--- src/rtl/rol_pkg.sv ---
// Shared constants, types and helper functions of the range overlap table lookup.
// Depends on nothing; every other file but the defines header imports it.
package rol_pkg;

    // Table geometry and field widths.
    localparam int TABLE_ENTRIES = 16;
    localparam int IDX_W         = (TABLE_ENTRIES > 1) ? $clog2(TABLE_ENTRIES) : 1;
    localparam int ADDR_W        = 64;
    localparam int SLOT_W        = 4;
    localparam int STATUS_W      = 2;

    // Operation codes of an input beat.
    localparam logic OP_WRITE = 1'b0;
    localparam logic OP_QUERY = 1'b1;

    // Result status codes.
    localparam logic [STATUS_W-1:0] ST_NONE      = 2'd0;
    localparam logic [STATUS_W-1:0] ST_CONTAINED = 2'd1;
    localparam logic [STATUS_W-1:0] ST_OVERLAP   = 2'd2;
    localparam logic [STATUS_W-1:0] ST_INVALID   = 2'd3;

    typedef logic [IDX_W-1:0]  idx_t;
    typedef logic [ADDR_W-1:0] addr_t;

    // Write port of the table.
    typedef struct packed {
        logic  en;
        idx_t  addr;
        addr_t lo;
        addr_t hi;
        logic  mark;
    } wr_t;

    // One entry as read back from the table.
    typedef struct packed {
        logic  mark;
        addr_t lo;
        addr_t hi;
    } entry_t;

    // Controls from the sequencer to the scan datapath.
    typedef struct packed {
        logic clear;
        logic load;
        logic pick;
    } scan_ctl_t;

    // Result of one item.
    typedef struct packed {
        logic [STATUS_W-1:0] status;
        logic [SLOT_W-1:0]   slot;
    } res_t;

    // True when a slot number addresses an existing entry.
    function automatic logic slot_in_range(input logic [SLOT_W-1:0] slot);
        logic [IDX_W+SLOT_W-1:0] ext;
        ext = {{IDX_W{1'b0}}, slot};
        return ext < (IDX_W + SLOT_W)'(TABLE_ENTRIES);
    endfunction

    // Table address taken from a slot number.
    function automatic idx_t slot_to_idx(input logic [SLOT_W-1:0] slot);
        logic [IDX_W+SLOT_W-1:0] ext;
        ext = {{IDX_W{1'b0}}, slot};
        return ext[IDX_W-1:0];
    endfunction

    // Slot number reported for a table address, kept to the low slot bits.
    function automatic logic [SLOT_W-1:0] idx_to_slot(input idx_t idx);
        logic [IDX_W+SLOT_W-1:0] ext;
        ext = {{SLOT_W{1'b0}}, idx};
        return ext[SLOT_W-1:0];
    endfunction

endpackage

--- src/rtl/rol_table.sv ---
// Range table storage: one synchronous memory for start and end, plus valid flags.
// Depends on rol_pkg.
module rol_table
    import rol_pkg::*;
(
    input  logic   clk,
    input  logic   rst_n,
    input  wr_t    wr,
    input  logic   rd_en,
    input  idx_t   rd_addr,
    output entry_t rd_data
);

    logic [2*ADDR_W-1:0] mem [TABLE_ENTRIES];
    logic [TABLE_ENTRIES-1:0] valid_reg;
    logic [2*ADDR_W-1:0] rd_word_reg;
    logic                rd_mark_reg;

    // Start and end share one memory word; read data is registered.
    always_ff @(posedge clk)
    begin
        if (wr.en)
        begin
            mem[wr.addr] <= {wr.lo, wr.hi};
        end
        if (rd_en)
        begin
            rd_word_reg <= mem[rd_addr];
            rd_mark_reg <= valid_reg[rd_addr];
        end
    end

    // Valid flags clear at reset, so unwritten entries never take part in a scan.
    always_ff @(posedge clk or negedge rst_n)
    begin
        if (!rst_n)
        begin
            valid_reg <= '0;
        end
        else if (wr.en)
        begin
            valid_reg[wr.addr] <= wr.mark;
        end
    end

    assign rd_data.mark = rd_mark_reg;
    assign rd_data.lo   = rd_word_reg[2*ADDR_W-1:ADDR_W];
    assign rd_data.hi   = rd_word_reg[ADDR_W-1:0];

endmodule

--- config.mk ---
export PLATFORM = sky130hd
export DESIGN_NAME = rol_table
export DESIGN_NICKNAME = d
export VERILOG_FILES = /design/src/rtl/rol_pkg.sv /design/src/rtl/rol_table.sv
export SDC_FILE = /design/constraint.sdc
export NUM_CORES = 2
export LEC_CHECK = 0
export BUFFER_PORTS_ARGS = -buffer_cell sky130_fd_sc_hd__buf_2
export CAP_MARGIN = 0
export CORE_ASPECT_RATIO = 1.4
export CORE_MARGIN = 2
export CORE_UTILIZATION = 55
export DETAILED_ROUTE_END_ITERATION = 10
export PLACE_DENSITY = 0.79
export SYNTH_ARGS = -nofsm -noshare
export SYNTH_HDL_FRONTEND = slang
export SYNTH_SLANG_ARGS = --single-unit
--- constraint.sdc ---
create_clock -name clk -period 1.5 [get_ports clk]
set_clock_uncertainty 0.1 [all_clocks]
set_input_delay 0.3 -clock clk [delete_from_list [all_inputs] [get_ports clk]]
set_output_delay 0.3 -clock clk [all_outputs]
set_load 0.01 [all_outputs]
==> impl_results.md <==
- Chip Width: 329 um
- Largest net degree at the start of global routing: 40
- CTS sink count: 2,193
- Placeable Area: 0.147 mm2
- CTS clock-pin slew for the worst setup and hold paths: 0.07 ns
- Max-slew violations: 0
- Yosys reg bits: 2,193
- Pwr per Cell Area: 1270 mW/mm2
- Layout cells sized above 1: between 30 and 40%
- Post-DP HPWL: between 100 and 150 mm
- Area delta synth->final: 22.1%
- Largest register FFs: 2,048
- Root Buffer Master: clkbuf_16
- Clk_lat worst skew: 0.84 ns
- Violated checks: negative setup slack
- Async S/R FF share, synth: 0.730%
- Most instantiated cells after synthesis: edfxtp_1, mux4_2, a22oi_1, nand2_1, mux2i_1
- Tmin final: 1.98 ns
- Crit-path cells: buf_2
- Endpoints failing setup: 197
- Hold Path Depth: 4
- Iter 0 DRT Violations: between 5k and 6k
- Synth cell types: 28
- Crit-path slowest cell: edfxtp_1
- CP arrival: 1.58 ns
- Port Buf Inserts: ~270
- Max-Cap Viols: 0
- Initial Utilization: 55.2%
- Setup TNS: -42.89 ns
- Slew @ Worst Pin: 1.25 ns
- Synth area leader: edfxtp_1
- Number of global-route vias before repair: roughly 43k
- Worst IR Drop VDD: 1.38 mV
- Routed WL per cell: 32.5 um
- Net count, final: 4,435
- Syn. warnings: 0
- Clk buf depth: 3
- CTS buffer count: 189
- Crit path kind: flip-flop to output port
- Total gr overflow: 0
- FP Rows: 167
- Crit. End Element: output port
- DRC Markers: 0
- HP Class: primary input to flip-flop
- Main flop type after synthesis: edfxtp_1
- Critical path buffer and inverter count: 1
- Top cell type's share of synthesized area: 80.4%
- Worst slew margin: 16.8%
- PnR worst setup slack: -0.475 ns
- Crit path max-delay family: flip-flops
- P_leak: around 33 nW
- First-pass GRT wire length: ~300 mm
- RSZ-0062 raised after global routing: true
- Register-to-Register Path Depth: 3
- Synthesized instance count: 3,415
- Syn avg cell area: 23.8 um2
- Placer Congestion: 0.802
- Antenna violations before repair: 25
- Total design power: between 100 and 150 mW
- Crit path depth: 1
- Top post-synthesis cells by area: edfxtp_1, mux4_2, a22oi_1
- Post-place setup slack: -0.864 ns
- Worst EP required: approximately 1.1 ns
- All-Layer GR Usage: 28.0%
- FMAX: between 500 and 600 MHz
- Remaining antenna violation count: 0
- EDFF count, synth: 2,177
- CP max FO: 1
- Peak per-stage delay on the critical path: 0.55 ns
- Initial DRT Pass Iterations: 5
- Syn nets: 3,556
- Sequential area share after synthesis: 80.8%
- Worst Setup Start Kind: flip-flop
- Via count: 41.5k
- Chip Height: 459 um
- Status: finished with violations
- Most frequent cell after synthesis: edfxtp_1
- Fin. Hold Viols: 0
- Final WL: approximately 210 mm
- Ports: 270
- Drt via density: 6.47
- Crit share post-route: 132%
- CTS tree: built
- CTS HTree Levels: 4
- Mapped Area: 0.0814 mm2
- Die area: 0.151 mm2
==> power by group <==
group	internal, mW	switching [mW]
Combinational	3.67	4.44
Clock	26.8	21.9
Sequential	69.1	0.648
==> logic make-up (layout without fill, tap and decap cells) <==
logic type | count (synthesis) | count (layout) | share of synthesized area [%]
compound gates | 301 | 301 | 2.69
mux | 580 | 580 | 14.5
simple gates | 158 | 158 | 0.807
other cells | 0 | 25 | 0
buf+inv | 183 | 1217 | 1.14
flops | 2193 | 2193 | 80.8
==> timing repair <==
action                      CTS  global route
hold endpoints to repair   2211             0
hold buffers                134             0
resized for setup           151            77
pin swaps                   117            57
setup endpoints to repair   236           255
buffers inserted              7             0
==> worst register-to-register path, stage by stage (launching register included) <==
cell and delay, ns:
edfxtp_1 0.37, mux4_2 0.49, o211ai_1 0.33, nand2_1 0.09
==> layer usage <==
layer	GRT usage [%]	vias up	wire (um)
li1	-	16400	-
met1	36.1	21900	71900
met2	48.2	2681	110000
met3	4.77	422	19600
met4	10.1	14	7150
met5	0	-	95
==> cell type report <==
| class | instances | area, um2 |
|---|---|---|
| fillers | 8602 | 48000 |
| clock inverters | 115 | 1130 |
| well taps | 1943 | 2430 |
| multi-input cells | 1039 | 15900 |
| repair buffers | 870 | 9050 |
| inverters | 1 | 3.75 |
| flip-flops and latches | 2193 | 65800 |
| diodes | 25 | 62.6 |
| clock buffers | 231 | 4980 |
==> path summary, 6_finish.rpt <==
check / slack [ns] / to / startpoint
setup / recovery: -0.48 / rd_data[81] / rd_word_reg[81]
hold / removal: 0.05 / rd_word_reg[121] / rd_addr[1]
setup reg to reg: -0.15 / rd_word_reg[81] / mem[15][81]
hold reg to reg: 0.41 / valid_reg[10] / valid_reg[10]
max in group asynchronous: 0.18 / valid_reg[10] / rst_n
min in group asynchronous: 0.61 / valid_reg[4] / rst_n
==> stage by stage <==
stage	instances	hold WS (ns)	util (%)	cell area, um2
floorplan	3415	-0.0956	-	81500
global placement	5905	0.132	61.5	90600
detailed placement	5905	0.139	61.5	90600
CTS	6392	0.0149	67.1	98900
global route	6403	0.0586	67.4	99300
finish	6417	0.0538	67.4	99300
==> placed cells by master, fill, tap and decap left out, drive strengths merged, types with 16 or more instances in the layout <==
cell         count
a211oi          16
a21oi           22
a22oi          225
buf            736
bufinv          18
clkbuf         231
clkinv          81
dfrtp           16
diode           25
dlygate4sd3    134
edfxtp        2177
mux2            16
mux2i           86
mux4           478
nand2          115
nor2            17
o211ai          21
o22ai           16
(Power assumes the default switching activity.)
