File: config.mk
export PLATFORM = sky130hd
export DESIGN_NAME = rol_scan
export DESIGN_NICKNAME = d
export VERILOG_FILES = /design/src/rtl/rol_pkg.sv /design/src/rtl/rol_scan.sv
export SDC_FILE = /design/constraint.sdc
export NUM_CORES = 1
export LEC_CHECK = 0
export ABC_AREA = 1
export BUFFER_PORTS_ARGS = -buffer_cell sky130_fd_sc_hd__buf_2
export CAP_MARGIN = 10
export CORE_UTILIZATION = 25
export DETAILED_ROUTE_END_ITERATION = 8
export PLACE_DENSITY_LB_ADDON = 0.2
export SYNTH_ARGS = -nofsm -noshare
export SYNTH_HDL_FRONTEND = slang
export SYNTH_SLANG_ARGS = --single-unit
File: constraint.sdc
create_clock -name clk -period 11.6 [get_ports clk]
set_input_delay 1.16 -clock clk [delete_from_list [all_inputs] [get_ports clk]]
set_output_delay 1.16 -clock clk [all_outputs]
set_load 0.01 [all_outputs]
File: src/rtl/rol_pkg.sv
// Shared constants, types and helper functions of the range overlap table lookup.
// Depends on nothing; every other file but the defines header imports it.
package rol_pkg;

    // Table geometry and field widths.
    localparam int TABLE_ENTRIES = 16;
    localparam int IDX_W         = (TABLE_ENTRIES > 1) ? $clog2(TABLE_ENTRIES) : 1;
    localparam int ADDR_W        = 64;
    localparam int SLOT_W        = 4;
    localparam int STATUS_W      = 2;

    // Operation codes of an input beat.
    localparam logic OP_WRITE = 1'b0;
    localparam logic OP_QUERY = 1'b1;

    // Result status codes.
    localparam logic [STATUS_W-1:0] ST_NONE      = 2'd0;
    localparam logic [STATUS_W-1:0] ST_CONTAINED = 2'd1;
    localparam logic [STATUS_W-1:0] ST_OVERLAP   = 2'd2;
    localparam logic [STATUS_W-1:0] ST_INVALID   = 2'd3;

    typedef logic [IDX_W-1:0]  idx_t;
    typedef logic [ADDR_W-1:0] addr_t;

    // Write port of the table.
    typedef struct packed {
        logic  en;
        idx_t  addr;
        addr_t lo;
        addr_t hi;
        logic  mark;
    } wr_t;

    // One entry as read back from the table.
    typedef struct packed {
        logic  mark;
        addr_t lo;
        addr_t hi;
    } entry_t;

    // Controls from the sequencer to the scan datapath.
    typedef struct packed {
        logic clear;
        logic load;
        logic pick;
    } scan_ctl_t;

    // Result of one item.
    typedef struct packed {
        logic [STATUS_W-1:0] status;
        logic [SLOT_W-1:0]   slot;
    } res_t;

    // True when a slot number addresses an existing entry.
    function automatic logic slot_in_range(input logic [SLOT_W-1:0] slot);
        logic [IDX_W+SLOT_W-1:0] ext;
        ext = {{IDX_W{1'b0}}, slot};
        return ext < (IDX_W + SLOT_W)'(TABLE_ENTRIES);
    endfunction

    // Table address taken from a slot number.
    function automatic idx_t slot_to_idx(input logic [SLOT_W-1:0] slot);
        logic [IDX_W+SLOT_W-1:0] ext;
        ext = {{IDX_W{1'b0}}, slot};
        return ext[IDX_W-1:0];
    endfunction

    // Slot number reported for a table address, kept to the low slot bits.
    function automatic logic [SLOT_W-1:0] idx_to_slot(input idx_t idx);
        logic [IDX_W+SLOT_W-1:0] ext;
        ext = {{SLOT_W{1'b0}}, idx};
        return ext[SLOT_W-1:0];
    endfunction

endpackage

File: src/rtl/rol_scan.sv
// Scan datapath: tracks the nearest entries above and below the query start
// and the highest entry, then picks and judges one. Depends on rol_pkg.
module rol_scan
    import rol_pkg::*;
(
    input  logic      clk,
    input  logic      rst_n,
    input  scan_ctl_t ctl,
    input  addr_t     query_start,
    input  addr_t     query_end,
    input  entry_t    entry,
    input  idx_t      entry_idx,
    output res_t      result
);

    typedef enum logic [1:0] {
        PK_NONE,
        PK_JUDGE,
        PK_OVERLAP
    } pick_kind_t;

    addr_t qs_reg, qe_reg;
    logic  have_any_reg, have_up_reg, have_down_reg;
    addr_t top_start_reg, up_start_reg, down_start_reg;
    addr_t top_end_reg, up_end_reg, down_end_reg;
    idx_t  top_idx_reg, up_idx_reg, down_idx_reg;

    pick_kind_t kind_next, kind_reg;
    idx_t       sel_idx_next, sel_idx_reg;
    addr_t      sel_end_next, sel_end_reg;

    logic take_top, take_up, take_down;
    addr_t s;

    // Per-entry compares; strict ordering keeps the lowest index on equal starts.
    always_comb
    begin
        s         = entry.lo;
        take_top  = !have_any_reg || (s > top_start_reg);
        take_up   = (s >= qs_reg) && (!have_up_reg || (s < up_start_reg));
        take_down = (s <= qs_reg) && (!have_down_reg || (s > down_start_reg));
    end

    // Presence flags of the three candidates.
    always_ff @(posedge clk or negedge rst_n)
    begin
        if (!rst_n)
        begin
            have_any_reg  <= 1'b0;
            have_up_reg   <= 1'b0;
            have_down_reg <= 1'b0;
        end
        else if (ctl.clear)
        begin
            have_any_reg  <= 1'b0;
            have_up_reg   <= 1'b0;
            have_down_reg <= 1'b0;
        end
        else if (ctl.load && entry.mark)
        begin
            have_any_reg <= 1'b1;
            if (take_up)
            begin
                have_up_reg <= 1'b1;
            end
            if (take_down)
            begin
                have_down_reg <= 1'b1;
            end
        end
    end

    // Query bounds and candidate payloads.
    always_ff @(posedge clk)
    begin
        if (ctl.clear)
        begin
            qs_reg <= query_start;
            qe_reg <= query_end;
        end
        if (ctl.load && entry.mark)
        begin
            if (take_top)
            begin
                top_start_reg <= s;
                top_end_reg   <= entry.hi;
                top_idx_reg   <= entry_idx;
            end
            if (take_up)
            begin
                up_start_reg <= s;
                up_end_reg   <= entry.hi;
                up_idx_reg   <= entry_idx;
            end
            if (take_down)
            begin
                down_start_reg <= s;
                down_end_reg   <= entry.hi;
                down_idx_reg   <= entry_idx;
            end
        end
        if (ctl.pick)
        begin
            kind_reg    <= kind_next;
            sel_idx_reg <= sel_idx_next;
            sel_end_reg <= sel_end_next;
        end
    end

    // Choose which entry decides the answer once the scan is complete.
    always_comb
    begin
        kind_next    = PK_NONE;
        sel_idx_next = up_idx_reg;
        sel_end_next = up_end_reg;
        if (!have_any_reg)
        begin
            kind_next = PK_NONE;
        end
        else if (!have_up_reg)
        begin
            kind_next    = PK_JUDGE;
            sel_idx_next = top_idx_reg;
            sel_end_next = top_end_reg;
        end
        else if (up_start_reg == qs_reg)
        begin
            kind_next = PK_JUDGE;
        end
        else if (qe_reg > up_start_reg)
        begin
            kind_next = PK_OVERLAP;
        end
        else if (!have_down_reg)
        begin
            kind_next = PK_NONE;
        end
        else
        begin
            kind_next    = PK_JUDGE;
            sel_idx_next = down_idx_reg;
            sel_end_next = down_end_reg;
        end
    end

    // Judge the query against the chosen entry's end, or report an overlap with it outright.
    always_comb
    begin
        result.status = ST_NONE;
        result.slot   = '0;
        case (kind_reg)
            PK_OVERLAP:
            begin
                result.status = ST_OVERLAP;
                result.slot   = idx_to_slot(sel_idx_reg);
            end
            PK_JUDGE:
            begin
                if (qe_reg <= sel_end_reg)
                begin
                    result.status = ST_CONTAINED;
                    result.slot   = idx_to_slot(sel_idx_reg);
                end
                else if (qs_reg < sel_end_reg)
                begin
                    result.status = ST_OVERLAP;
                    result.slot   = idx_to_slot(sel_idx_reg);
                end
            end
            default:
            begin
                result.status = ST_NONE;
                result.slot   = '0;
            end
        endcase
    end

endmodule

==> impl_metrics.env <==
export IMPL_status="finished, final reports clean"
export IMPL_ant_nets=0
export IMPL_post_cts_setup_buffers=0
export IMPL_cts_made_buffers=76
export IMPL_fin_cells=5226
export IMPL_synth_async_reset_ratio=0.005025
export IMPL_cp_end_kind="primary output"
export IMPL_cts_buffer_depth=3
export IMPL_post_synth_instance_area_um2=32770
export IMPL_finClkSkew_ns=0.02398
export IMPL_max_cap_viol_count=0
export IMPL_areaGrowthSynthToFinish_pct=17.97
export IMPL_synth_cell_types=39
export IMPL_crit_type="reg -> out"
export IMPL_finalSetupViolations=0
export IMPL_coreArea_um2=129800
export IMPL_clkSlewWorstSetupHoldPaths_ns=0.06
export IMPL_die_w_um=364.1
export IMPL_root_buffer="clkbuf_16"
export IMPL_path_cells="ha_1, nand2_1, inv_1, nand3_1, nor3_1, nand2_1, nor4b_1, nand3_1, nand2_1, nand2_1, a21oi_1, buf_2"
export IMPL_p_per_area_nw_per_um2=146.6
export IMPL_io_pins=272
export IMPL_synthTopCellsByArea="edfxtp_1 54%, ha_1 17%, nand2_1 5.9%, a21oi_1 5.8%, inv_1 5.3%"
export IMPL_cts_tree="done"
export IMPL_timing_critical_path_slowest_cell_delay_ns=0.69
export IMPL_vias_per_cell=4.427
export IMPL_yosys_area_top_type="edfxtp_1"
export IMPL_tightestPinTransition_ns=1.147
export IMPL_route_detailed_drc=0
export IMPL_die_height_um=364.1
export IMPL_cts_sinks=597
export IMPL_worstPathRequired_ns=10.44
export IMPL_yosysSeqAreaShare=0.5466
export IMPL_power_leakage_nw=16.73
export IMPL_routed_wl_met3_um=5473
export IMPL_multi_input_area_um2=12890
export IMPL_start_util=0.2525
export IMPL_min_period_ns=5.152
export IMPL_num_vias=23130
export IMPL_drv_slew=0
export IMPL_finalHoldViolations=0
export IMPL_ys_warn_count=0
export IMPL_rsz0062_at_grt="false"
export IMPL_grt_pass1_wl_um=151200
export IMPL_drive_gt1_frac=0.1180
export IMPL_nets=4135
export IMPL_wl_um=104000
export IMPL_wl_met2_um=48130
export IMPL_max_freq_mhz=194.1
export IMPL_routabilityCongestion=0.8259
export IMPL_syn_instance_count=3119
export IMPL_relSlewSlack=0.2282
export IMPL_total_power_mw=5.667
export IMPL_avgSynthCellArea_um2=10.51
export IMPL_netlist_area_leader_share=0.5443
export IMPL_grt_max_degree=133
export IMPL_dpl_cell_count=5085
export IMPL_path_max_fanout=5
export IMPL_cts_hold_buffers=0
export IMPL_synth_enable_flop_cells=594
export IMPL_hp_class="in -> async"
export IMPL_grt_pass1_vias=22300
export IMPL_cpMostUsedCell="nand2_1"
export IMPL_cts_resized=0
export IMPL_ctsHtreeMaxLevel=3
export IMPL_grtUsageTotal=0.1569
export IMPL_synth_seq_cells=597
export IMPL_die_area_um2=132500
export IMPL_clk_latency_ns=0.68
export IMPL_ir_drop_v=0.00008662
export IMPL_row_count=132
export IMPL_cp_slowest_cell="nor4b_1"
export IMPL_hpwlAfterDp_um=76620
export IMPL_firstDrtPassIters=5
export IMPL_regArea_um2=17920
export IMPL_synth_nets=3833
export IMPL_n_fill_cell=13480
export IMPL_antenna_found_initial=57
export IMPL_start_kind="flop"
export IMPL_finalCritPeriodShare=0.4441
export IMPL_dr_max_layer_used="met5"
export IMPL_worstRegToRegCells=15
export IMPL_setup_tns_final_ns=0
export IMPL_globalRouteOverflowTotal=0
export IMPL_wl_per_cell_um=19.91
export IMPL_crit_arrival_ns=3.99
export IMPL_initialDrtViolationCount=1238
export IMPL_synth_flop_cell="edfxtp_1"
export IMPL_wl_met1_um=47350
export IMPL_port_buffers=271
[final timing paths]
kind | endpoint | slack (ns) | startpoint
min in group clk | sel_end_reg[33] | 0.60 | up_end_reg[33]
max | result[0] | 6.45 | qe_reg[55]
max reg2reg | sel_end_reg[34] | 7.03 | qe_reg[11]
min | have_any_reg | 0.34 | rst_n
max in group asynchronous | have_up_reg | 11.05 | rst_n
min reg2reg | sel_end_reg[33] | 0.60 | up_end_reg[33]
[critical path: cells and delay by family, from the launching register on]
family                   cells  cell delay [ns]
AND/OR/NAND/NOR              8             1.96
flip-flops                   1             0.45
adder cells (fa/ha/maj)      1             0.33
AO/OA/AOI/OAI                1             0.33
buffers and inverters        2             0.25
[power by group]
part,switching [mW],internal (mW),leakage [nW]
registers,0.0816,2.52,5.62
clock network,0.956,1.37,1.16
logic,0.488,0.251,9.95
[cell usage after synthesis (2+ instances only)]
cell / n
edfxtp_1: 594
nand2_1: 512
inv_1: 461
ha_1: 448
a21oi_1: 383
nand3_1: 175
nor2_1: 152
o21ai_0: 136
nand4_1: 62
clkbuf_1: 45
nor3_1: 27
xor2_1: 18
o21a_1: 17
o211ai_1: 14
buf_2: 10
nor4_1: 10
buf_1: 8
o221ai_1: 7
a31oi_1: 5
a211oi_1: 4
a21o_1: 3
buf_6: 3
dfrtp_1: 3
and3_1: 2
nand2_2: 2
nand3b_1: 2
nor3b_1: 2
o21bai_1: 2
or3_1: 2
[final cells by class]
type	count	share of cell area
clock buffer	91	0.05197
tap	1742	0.05637
clock inverter	42	0.01003
inverter	463	0.04501
timing repair buffer	290	0.03932
sequential	597	0.4635
antenna	8	0.0005178
multi-input combinational	1993	0.3333
[cell families after synthesis]
group,count (synthesis),share of synthesized area
AND/OR/NAND/NOR,952,0.1236
adder cells (fa/ha/maj),448,0.1710
flip-flops,597,0.5466
buffers and inverters,529,0.06166
XOR/XNOR,19,0.005078
AO/OA/AOI/OAI,574,0.09205
[through the flow]
step | utilization | worst slack, ns | area [µm²] | hold WS [ns]
floorplan | - | 2.114 | 32770 | 0.5618
finish | 0.2978 | 6.448 | 38660 | 0.3365
detailed placement | 0.2792 | 6.043 | 36250 | 0.5777
global route | 0.2978 | 6.097 | 38650 | 0.3183
CTS | 0.2977 | 6.215 | 38640 | 0.2912
global placement | 0.2792 | 6.112 | 36250 | 0.5853
[per-layer routing]
metal,GRT usage,up-vias
li1,-,11570
met1,0.2066,10870
met2,0.2558,475
met3,0.03231,190
met4,0.05100,30
met5,0,-
[layout by cell type (no fill, tap or decap), types with 14 or more instances in the layout]
cell type    n
nand2_1    511
a21oi_1    380
nor2_1     152
edfxtp_1   594
buf_2      269
buf_4       19
inv_1      460
o21ai_0    136
o211ai_1    14
clkbuf_16   77
o21a_1      17
xor2_1      18
nor3_1      27
clkinv_1    14
nand4_1     62
ha_1       448
nand3_1    175
Power figures use the tool's default switching activity.
